### config.mk
export PLATFORM = sky130hd
export DESIGN_NAME = csrc_ctrl
export DESIGN_NICKNAME = d
export VERILOG_FILES = /design/src/sv/csrc_pkg.sv /design/src/sv/csrc_ctrl.sv
export SDC_FILE = /design/constraint.sdc
export NUM_CORES = 1
export LEC_CHECK = 0
export CAP_MARGIN = 25
export CORE_AREA = 5 5 42 44
export CTS_CLUSTER_DIAMETER = 200
export DETAILED_ROUTE_END_ITERATION = 12
export DIE_AREA = 0 0 47 49
export DONT_BUFFER_PORTS = 1
export PLACE_DENSITY = 0.39
export SYNTH_ARGS = -nofsm -noshare
export SYNTH_HDL_FRONTEND = slang
export SYNTH_SLANG_ARGS = --single-unit
### constraint.sdc
create_clock -name clk -period 1.5 [get_ports clk]
set_clock_uncertainty 0.2 [all_clocks]
set_input_delay 0.225 -clock clk [delete_from_list [all_inputs] [get_ports clk]]
set_output_delay 0.225 -clock clk [all_outputs]
set_load 0.05 [all_outputs]
### src/sv/csrc_pkg.sv
`default_nettype none

package csrc_pkg;

    localparam int SAMPLE_BITS_DEF = 24;
    localparam int FRAC_BITS_DEF   = 24;
    localparam int MAX_RUN_DEF     = 16;

    localparam int POS_W  = 31;
    localparam int ADDR_W = 2;
    localparam int DATA_W = 32;

    localparam logic [ADDR_W-1:0] ADDR_STEP_RATIO = 2'd0;

    typedef enum logic [1:0] {
        COEF_B,
        COEF_C,
        COEF_V1
    } coef_sel_t;

    typedef struct packed {
        logic      capture;
        logic      mul;
        logic      mul_first;
        logic      add;
        coef_sel_t coef_sel;
        logic      load_result;
        logic      load_bypass;
        logic      finish;
    } csrc_cmd_t;

    typedef struct packed {
        logic bypass;
        logic below_one;
        logic out_free;
        logic run_last;
    } csrc_status_t;

endpackage

`default_nettype wire

### src/sv/csrc_ctrl.sv
`default_nettype none

module csrc_ctrl (
    input  wire logic                   clk,
    input  wire logic                   rst_n,
    input  wire logic                   in_valid,
    output logic                        in_stall,
    input  wire csrc_pkg::csrc_status_t status,
    output csrc_pkg::csrc_cmd_t         cmd
);

    typedef enum logic [3:0] {
        S_IDLE,
        S_MUL1,
        S_ADD1,
        S_MUL2,
        S_ADD2,
        S_MUL3,
        S_ADD3,
        S_OUT,
        S_BYP,
        S_FIN
    } state_t;

    state_t state_reg;
    state_t state_next;
    logic   stall_reg;
    logic   stall_next;

    always_comb
    begin
        state_next = state_reg;
        cmd        = '0;
        cmd.coef_sel = csrc_pkg::COEF_B;
        case (state_reg)
            S_IDLE:
            begin
                if (in_valid)
                begin
                    cmd.capture = 1'b1;
                    if (status.bypass)
                    begin
                        state_next = S_BYP;
                    end
                    else if (status.below_one)
                    begin
                        state_next = S_MUL1;
                    end
                    else
                    begin
                        state_next = S_FIN;
                    end
                end
            end
            S_MUL1:
            begin
                cmd.mul       = 1'b1;
                cmd.mul_first = 1'b1;
                state_next    = S_ADD1;
            end
            S_ADD1:
            begin
                cmd.add      = 1'b1;
                cmd.coef_sel = csrc_pkg::COEF_B;
                state_next   = S_MUL2;
            end
            S_MUL2:
            begin
                cmd.mul    = 1'b1;
                state_next = S_ADD2;
            end
            S_ADD2:
            begin
                cmd.add      = 1'b1;
                cmd.coef_sel = csrc_pkg::COEF_C;
                state_next   = S_MUL3;
            end
            S_MUL3:
            begin
                cmd.mul    = 1'b1;
                state_next = S_ADD3;
            end
            S_ADD3:
            begin
                cmd.add      = 1'b1;
                cmd.coef_sel = csrc_pkg::COEF_V1;
                state_next   = S_OUT;
            end
            S_OUT:
            begin
                if (status.out_free)
                begin
                    cmd.load_result = 1'b1;
                    state_next      = status.run_last ? S_FIN : S_MUL1;
                end
            end
            S_BYP:
            begin
                if (status.out_free)
                begin
                    cmd.load_bypass = 1'b1;
                    state_next      = S_IDLE;
                end
            end
            S_FIN:
            begin
                cmd.finish = 1'b1;
                state_next = S_IDLE;
            end
            default:
            begin
                state_next = S_IDLE;
            end
        endcase
    end

    assign stall_next = (state_next != S_IDLE);
    assign in_stall   = stall_reg;

    always_ff @(posedge clk or negedge rst_n)
    begin
        if (!rst_n)
        begin
            state_reg <= S_IDLE;
            stall_reg <= 1'b0;
        end
        else
        begin
            state_reg <= state_next;
            stall_reg <= stall_next;
        end
    end

endmodule

`default_nettype wire

==> impl_summary.txt, run 1 <==
----------------------------------------------------
[Run status]
  Run status ... finished, violations left
  Violations in the final reports ... negative setup slack

[Worst setup path]
  Arrival time at the worst endpoint ... 1310 ps
  Critical register-to-register path startpoint ... state_reg[2]
  R2r endpoint ... state_reg[3]
  Critical path required time ... 1070 ps
  Endpoint class of the critical path ... output port
  Setup slack of the worst register-to-register path ... -80 ps
  Worst r2r path cells ... 6
  WS Path Type ... register to output port
  Startpoint type of the worst setup path ... register
  Critical Path Fanout Max ... 4

[Yosys]
  Cells taking the most area after synthesis ... sky130_fd_sc_hd__dfrtp_1 33%, sky130_fd_sc_hd__buf_6 8.8%, sky130_fd_sc_hd__nand2b_1 6.5%
  Post-synth top area share ... 32.7%
  Cell type with the largest total area after synthesis ... sky130_fd_sc_hd__dfrtp_1
  Register area share after synthesis ... 32.7%
  Mean Syn Cell Area ... 9.12 um2
  Flop and latch count out of synthesis ... 5
  Syn_nets ... 49
  Cell area after synthesis ... 383 um2
  Distinct cells, synth ... 23
  Cells after synthesis ... 42
  Number of warnings reported in the yosys synthesis log ... 0

[Hold path]
  Worst Hold Class ... primary input to register
  Worst hold path depth ... 2
  Hold Crit Endpoint ... state_reg[2]
  Hold Startpoint ... status[1]

[Placed design]
  IO Port Bufs ... 0
  Detailed-placement wirelength estimate ... 880 um
  Final GP Congestion ... 0.730

[Clock tree]
  TritonCTS clock tree ... done
  Sinks on the clock net ... 5
  CTS H-Tree Depth ... 1
  Skew-Pair Late Insertion Delay ... 240 ps
  TritonCTS buffer count ... 3
  Number of buffers on the longest clock path ... 2
  Clock edge transition at the registers on the reported setup and hold paths ... 40 ps
  Buffer type at the clock tree root ... sky130_fd_sc_hd__clkbuf_4

[Timing]
  Number of endpoints with negative hold slack in the final report ... 0
  Final cycle utilization of the critical path ... 116%
  Least-Margin Pin Slew ... 441 ps
  Final period demand of the worst path ... 1740 ps
  Max Clk Rate ... 576 MHz
  Fin worst setup slack ... -236 ps
  Pins over their slew limit ... 0
  Endpoints failing setup ... 10
  Worst slack on hold paths ... 56.4 ps
  Setup repair after global routing missed its margin ... true
  Relative slew slack ... 70.6%

[Floorplan]
  Starting utilization of the core area ... 27.3%
  DIE HEIGHT ... 49 um
  Chip width ... 47 um
  Core region area ... 1400 um2
  Total I/O pin count ... 17
  Site row count ... 14
  Area enclosed by the die boundary ... 2300 um2

[GRT]
  Overall overflow remaining after global route ... 0
  Largest net degree at the start of global routing ... 8
  Vias in the first global route ... 459
  Overall global routing resource usage ... 12.2%
  Initial antenna violation count ... 0
  Wire length of the first global-routing pass ... 2.07 mm

[Detailed routing]
  Drt drc ... 0
  Total wire length after detailed routing ... 1.24 mm
  1st-pass router iterations ... 6
  Detailed-route via count ... 438
  First-iteration detailed-routing DRC count ... 4
  Final antenna-violating net count ... 0
  Detail-routed via count per cell ... 4.98
  Average wire length per cell after detail routing ... 14.1 um

[Power and ir drop]
  Power density cells ... 2470 nW/um2
  Worst vdd rail ir drop ... 0.00128 V
  Reported leakage power ... 0.356 nW

[Layout]
  Signed area change from the synthesized netlist to the final layout ... 119%
  Utilization of the core after routing ... 59.9%
  Proportion of layout cells with a drive suffix above 1 ... 69.4%
  N_diodes ... 0
  Number of nets at the end of the flow ... 80
  Number of flip-flops under the largest register name ... 4

[Job]
  Max-Cap Viols ... 0

----------------------------------------------------
## worst max-delay path by stage
| stage | slack [ps] | end | from | depth (start not counted) |
|---|---|---|---|---|
| final | -240 | cmd[1] | state_reg[2] | 4 |
| after global routing | -340 | cmd[1] | state_reg[2] | 4 |
| after CTS | -230 | cmd[1] | state_reg[2] | 4 |
| after detailed placement | -60 | cmd[1] | state_reg[1] | 4 |
| after global placement | -40 | cmd[4] | state_reg[3] | 4 |
| after floorplan | -170 | cmd[1] | state_reg[2] | 4 |
## metrics by stage
step / setup WS [ps] / cell area (um2) / setup TNS, ps / instances / total power, mW
2_1_floorplan: -167 / 475 / -323 / 42 / 1.22
3_3_place_gp: -38.6 / 688 / -109 / 74 / 1.73
3_5_place_dp: -64.2 / 688 / -163 / 74 / 1.75
4_1_cts: -232 / 810 / -1670 / 86 / 2.02
5_1_grt: -335 / 840 / -2360 / 88 / 2.20
6_report: -236 / 840 / -1690 / 88 / 2.08
## Yosys cell counts
library cell,n
sky130_fd_sc_hd__nand2b_1,4
sky130_fd_sc_hd__nand2_1,5
sky130_fd_sc_hd__nor2_2,1
sky130_fd_sc_hd__buf_6,3
sky130_fd_sc_hd__inv_1,1
sky130_fd_sc_hd__a221oi_1,1
sky130_fd_sc_hd__a31oi_1,1
sky130_fd_sc_hd__a21oi_2,1
sky130_fd_sc_hd__a22oi_1,1
sky130_fd_sc_hd__o21bai_1,1
sky130_fd_sc_hd__nor3b_1,2
sky130_fd_sc_hd__a21oi_1,1
sky130_fd_sc_hd__nor3_1,2
sky130_fd_sc_hd__nand3_1,2
sky130_fd_sc_hd__nor2b_1,1
sky130_fd_sc_hd__dfrtp_1,5
sky130_fd_sc_hd__o311ai_2,1
sky130_fd_sc_hd__a211oi_2,1
sky130_fd_sc_hd__nor2_1,3
sky130_fd_sc_hd__nor4_4,1
sky130_fd_sc_hd__buf_2,1
sky130_fd_sc_hd__and3_1,2
sky130_fd_sc_hd__and2_1,1
## critical path, cell delays in order (launching register included)
cell and delay (ps):
sky130_fd_sc_hd__dfrtp_2 440, sky130_fd_sc_hd__nor2_4 150, sky130_fd_sc_hd__nand2_2 90, sky130_fd_sc_hd__nor3b_4 220, sky130_fd_sc_hd__buf_12 160
## cells by family (layout without fill, tap and decap cells)
kind of cell,after synthesis,in the layout,synth area share (%)
AO/OA/AOI/OAI,8,8,19.0
AND/OR/NAND/NOR,24,24,37.3
flip-flops,5,5,32.7
buffers and inverters,5,35,11.1
## layout by cell type, fill, tap and decap left out, types with 2 or more instances in the layout
| cell | Yosys | final |
|---|---|---|
| sky130_fd_sc_hd__buf_12 | 0 | 7 |
| sky130_fd_sc_hd__nand2b_1 | 4 | 3 |
| sky130_fd_sc_hd__nand2_1 | 5 | 3 |
| sky130_fd_sc_hd__nor2_4 | 0 | 3 |
| sky130_fd_sc_hd__dlygate4sd3_1 | 0 | 5 |
| sky130_fd_sc_hd__nor3_4 | 0 | 2 |
| sky130_fd_sc_hd__clkbuf_4 | 0 | 3 |
| sky130_fd_sc_hd__dfrtp_2 | 0 | 4 |
| sky130_fd_sc_hd__buf_4 | 0 | 17 |
| sky130_fd_sc_hd__nand3_1 | 2 | 2 |
| sky130_fd_sc_hd__nor3b_4 | 0 | 2 |
## final cells by class
class	count	area, um2
sequential	5	130
inverter	1	3.75
fill	131	562
timing repair buffer	30	329
multi-input combinational	32	330
clock buffer	4	26.3
tap	16	20.0
## timing repair
action                                  CTS  global route
buffers inserted                          3             2
hold endpoints to repair                  9             0
pin swaps                                 4             2
gates cloned                              0             0
gates resized for setup                   7             2
hold buffers                              5             0
endpoints found under the setup margin    9            10
## report_power, final
group / leakage, nW / internal, mW / total, mW / switching [mW]
Sequential: 0.0526 / 0.205 / 0.351 / 0.146
Combinational: 0.288 / 0.772 / 1.57 / 0.800
Clock: 0.0150 / 0.100 / 0.153 / 0.0521
Total: 0.356 / 1.08 / 2.08 / 0.998
## layer usage
metal,up-vias,track usage [%],share of wire (%)
met5,-,0,0
met3,6,3.69,5.7
met1,205,15.0,41
met2,19,17.9,49
li1,208,-,-
met4,0,7.37,4.3
Note: power is estimated with default switching activity, not from simulation.
==> inputs of run 2 (changes only) <==
- SETUP_SLACK_MARGIN: not set -> 0.2
- SLEW_MARGIN: not set -> 20
==> run 2 against run 1 <==
Compared with the run above: non-clock buffer count fell by 5; first-iteration DRC count fell by 50%; largest power group unchanged; critical path depth fell by 1; the flow still finishes with violations (negative setup slack); final cell count fell by 5.7%; clock-buffer cell count did not move; cell area fell by 5.8%; sequential share of layout area rose by 1.1 points; sequential power rose by 1%; register-to-register slack improved by 200 ps; combinational power fell by 8%; via count fell by 9.6%.
==> impl_summary.txt, run 2 (synthesis gave the netlist of run 1 again) <==
----------------------------------------------------
[Floorplan]
  Site row count ... 14 (unchanged)
  DIE HEIGHT ... 49 um (unchanged)
  Core region area ... 1400 um2 (unchanged)
  Starting utilization of the core area ... 27.3% (unchanged)
  Chip width ... 47 um (unchanged)
  Area enclosed by the die boundary ... 2300 um2 (unchanged)
  Total I/O pin count ... 17 (unchanged)

[Layout]
  Number of nets at the end of the flow ... 75 (-6.3%)
  Proportion of layout cells with a drive suffix above 1 ... 70.1% (+0.70 points)
  Number of flip-flops under the largest register name ... 4 (unchanged)
  Combined area of the multi-input logic cells ... 324 um2 (-1.9%)
  N_diodes ... 0 (unchanged)
  Final-layout fill cell count ... 138 (+5.3%)
  Area of all placed cells without fillers ... 791 um2 (-5.8%)
  Utilization of the core after routing ... 56.4% (-3.5 points)
  Most common cell after layout, fill and taps aside ... sky130_fd_sc_hd__buf_4
  Signed area change from the synthesized netlist to the final layout ... 107%
  FF+latch area ... 131 um2 (+0.96%)
  Commonest cells after routing, fill and taps aside ... 12 x sky130_fd_sc_hd__buf_4, 7 x sky130_fd_sc_hd__buf_12, 5 x sky130_fd_sc_hd__dlygate4sd3_1, 5 x sky130_fd_sc_hd__dfrtp_2

[GRT]
  Wire length of the first global-routing pass ... 1.94 mm (-6.4%)
  Initial antenna violation count ... 0 (unchanged)
  Largest net degree at the start of global routing ... 10 (+2)
  Vias in the first global route ... 445 (-3.1%)
  Overall global routing resource usage ... 11.4% (-0.79 points)
  Overall overflow remaining after global route ... 0 (unchanged)

[Worst setup path]
  Termination of the worst setup path ... cmd[1]
  R2r endpoint ... state_reg[3]
  Worst r2r path cells ... 4 (-2)
  Endpoint class of the critical path ... output port
  Critical Path Fanout Max ... 7 (+3)
  WS Path Type ... register to output port
  Critical register-to-register path startpoint ... state_reg[0]
  Startpoint type of the worst setup path ... register
  Critical path origin ... state_reg[0]
  Arrival time at the worst endpoint ... 1300 ps (about the same)
  Critical path required time ... 1070 ps (about the same)
  Setup slack of the worst register-to-register path ... 120 ps (+200 ps)

[Detailed routing]
  Detailed-route via count ... 396 (-9.6%)
  First-iteration detailed-routing DRC count ... 2 (-2)
  Total wire length after detailed routing ... 1.12 mm (-10%)
  Average wire length per cell after detail routing ... 13.4 um (-4.7%)
  Detail-routed via count per cell ... 4.77 (-4.1%)
  Final antenna-violating net count ... 0 (unchanged)
  1st-pass router iterations ... 2 (-4)
  Drt drc ... 0 (unchanged)

[Timing]
  Fin worst setup slack ... -224 ps (+11.1 ps)
  Number of endpoints with negative hold slack in the final report ... 0 (unchanged)
  Least-Margin Pin Slew ... 247 ps (-194 ps)
  Final cycle utilization of the critical path ... 115% (-0.74 points)
  Endpoints failing setup ... 9 (-1)
  Relative slew slack ... 83.6% (+13 points)
  Final period demand of the worst path ... 1720 ps (-11.1 ps)
  Pins over their slew limit ... 0 (unchanged)
  Worst slack on hold paths ... 29.3 ps (-27.2 ps)
  Setup repair after global routing missed its margin ... true
  Max Clk Rate ... 580 MHz (+0.64%)

[Power and ir drop]
  Overall Power ... 1.96 mW (-5.4%)
  Power density cells ... 2480 nW/um2 (+0.45%)
  Worst vdd rail ir drop ... 0.00109 V (-14%)
  Reported leakage power ... 0.313 nW (-12%)

[Placed design]
  Final GP Congestion ... 0.779 (+6.8%)
  IO Port Bufs ... 0 (unchanged)
  Detailed-placement wirelength estimate ... 814 um (-7.6%)
  DP Area ... 683 um2 (-0.73%)

[Hold path]
  Hold Startpoint ... status[2]
  Worst Hold Class ... primary input to register

[Run status]
  Run status ... finished, violations left
  Violations in the final reports ... negative setup slack

[Clock tree]
  Buffer type at the clock tree root ... sky130_fd_sc_hd__clkbuf_4
  TritonCTS buffer count ... 3 (unchanged)
  Skew-Pair Late Insertion Delay ... 240 ps (about the same)
  TritonCTS clock tree ... done
  Clock edge transition at the registers on the reported setup and hold paths ... 40 ps (about the same)
  Sinks on the clock net ... 5 (unchanged)
  Number of buffers on the longest clock path ... 2 (unchanged)
  CTS H-Tree Depth ... 1 (unchanged)

[Job]
  Max-Cap Viols ... 0 (unchanged)

----------------------------------------------------
## run 2: worst min-delay path by stage
stage | endpoint | slack (ps) | cells past startpoint
2_1_floorplan | in_stall | -270 | 0
3_3_place_gp | in_stall | -270 | 0
3_5_place_dp | in_stall | -270 | 0
4_1_cts | state_reg[3] | 30 | 3
5_1_grt | state_reg[3] | 20 | 3
6_report | state_reg[3] | 30 | 3
## run 2: layout make-up
| class | count | share of cell area [%] |
|---|---|---|
| Multi-Input combinational cell | 32 | 41.0 |
| Timing Repair Buffer | 25 | 36.1 |
| Sequential cell | 5 | 16.6 |
| Clock buffer | 4 | 3.32 |
| Tap cell | 16 | 2.53 |
| Inverter | 1 | 0.475 |
## run 2: power breakdown
group          switching [mW]  internal (mW)  leakage [nW]
clock network          0.0542          0.101        0.0150
logic                   0.757          0.696         0.246
registers               0.148          0.208        0.0521
total                   0.959           1.00         0.313
## run 2: stage by stage
| stage | cells | worst slack (ps) | TNS, ps |
|---|---|---|---|
| 2_1_floorplan | 42 | -167 | -349 |
| 3_3_place_gp | 73 | -19.5 | -35.0 |
| 3_5_place_dp | 73 | -40.4 | -64.9 |
| 4_1_cts | 82 | -241 | -1790 |
| 5_1_grt | 83 | -304 | -2120 |
| 6_report | 83 | -224 | -1520 |
## run 2: routing by layer
metal | part of all wire [%] | track usage (%) | up-vias | routed length (um)
li1 | - | - | 199 | -
met1 | 43 | 14.7 | 182 | 474
met2 | 50 | 17.2 | 13 | 554
met3 | 5.8 | 2.58 | 2 | 65
met4 | 1.9 | 5.53 | 0 | 21
met5 | 0 | 0 | - | 0
## run 2: what timing repair did
item,4_1_cts,5_1_grt
setup endpoints to repair,13,13
resized for setup,6,3
hold buffers,5,0
endpoints found under the hold margin,9,0
buffers inserted,0,1
pin swaps,4,0
## run 2: worst max-delay path, cell delays in order, from the launching register on
cell	delay (ps)
sky130_fd_sc_hd__dfrtp_2	460
sky130_fd_sc_hd__buf_4	190
sky130_fd_sc_hd__nor3b_4	240
sky130_fd_sc_hd__buf_12	170
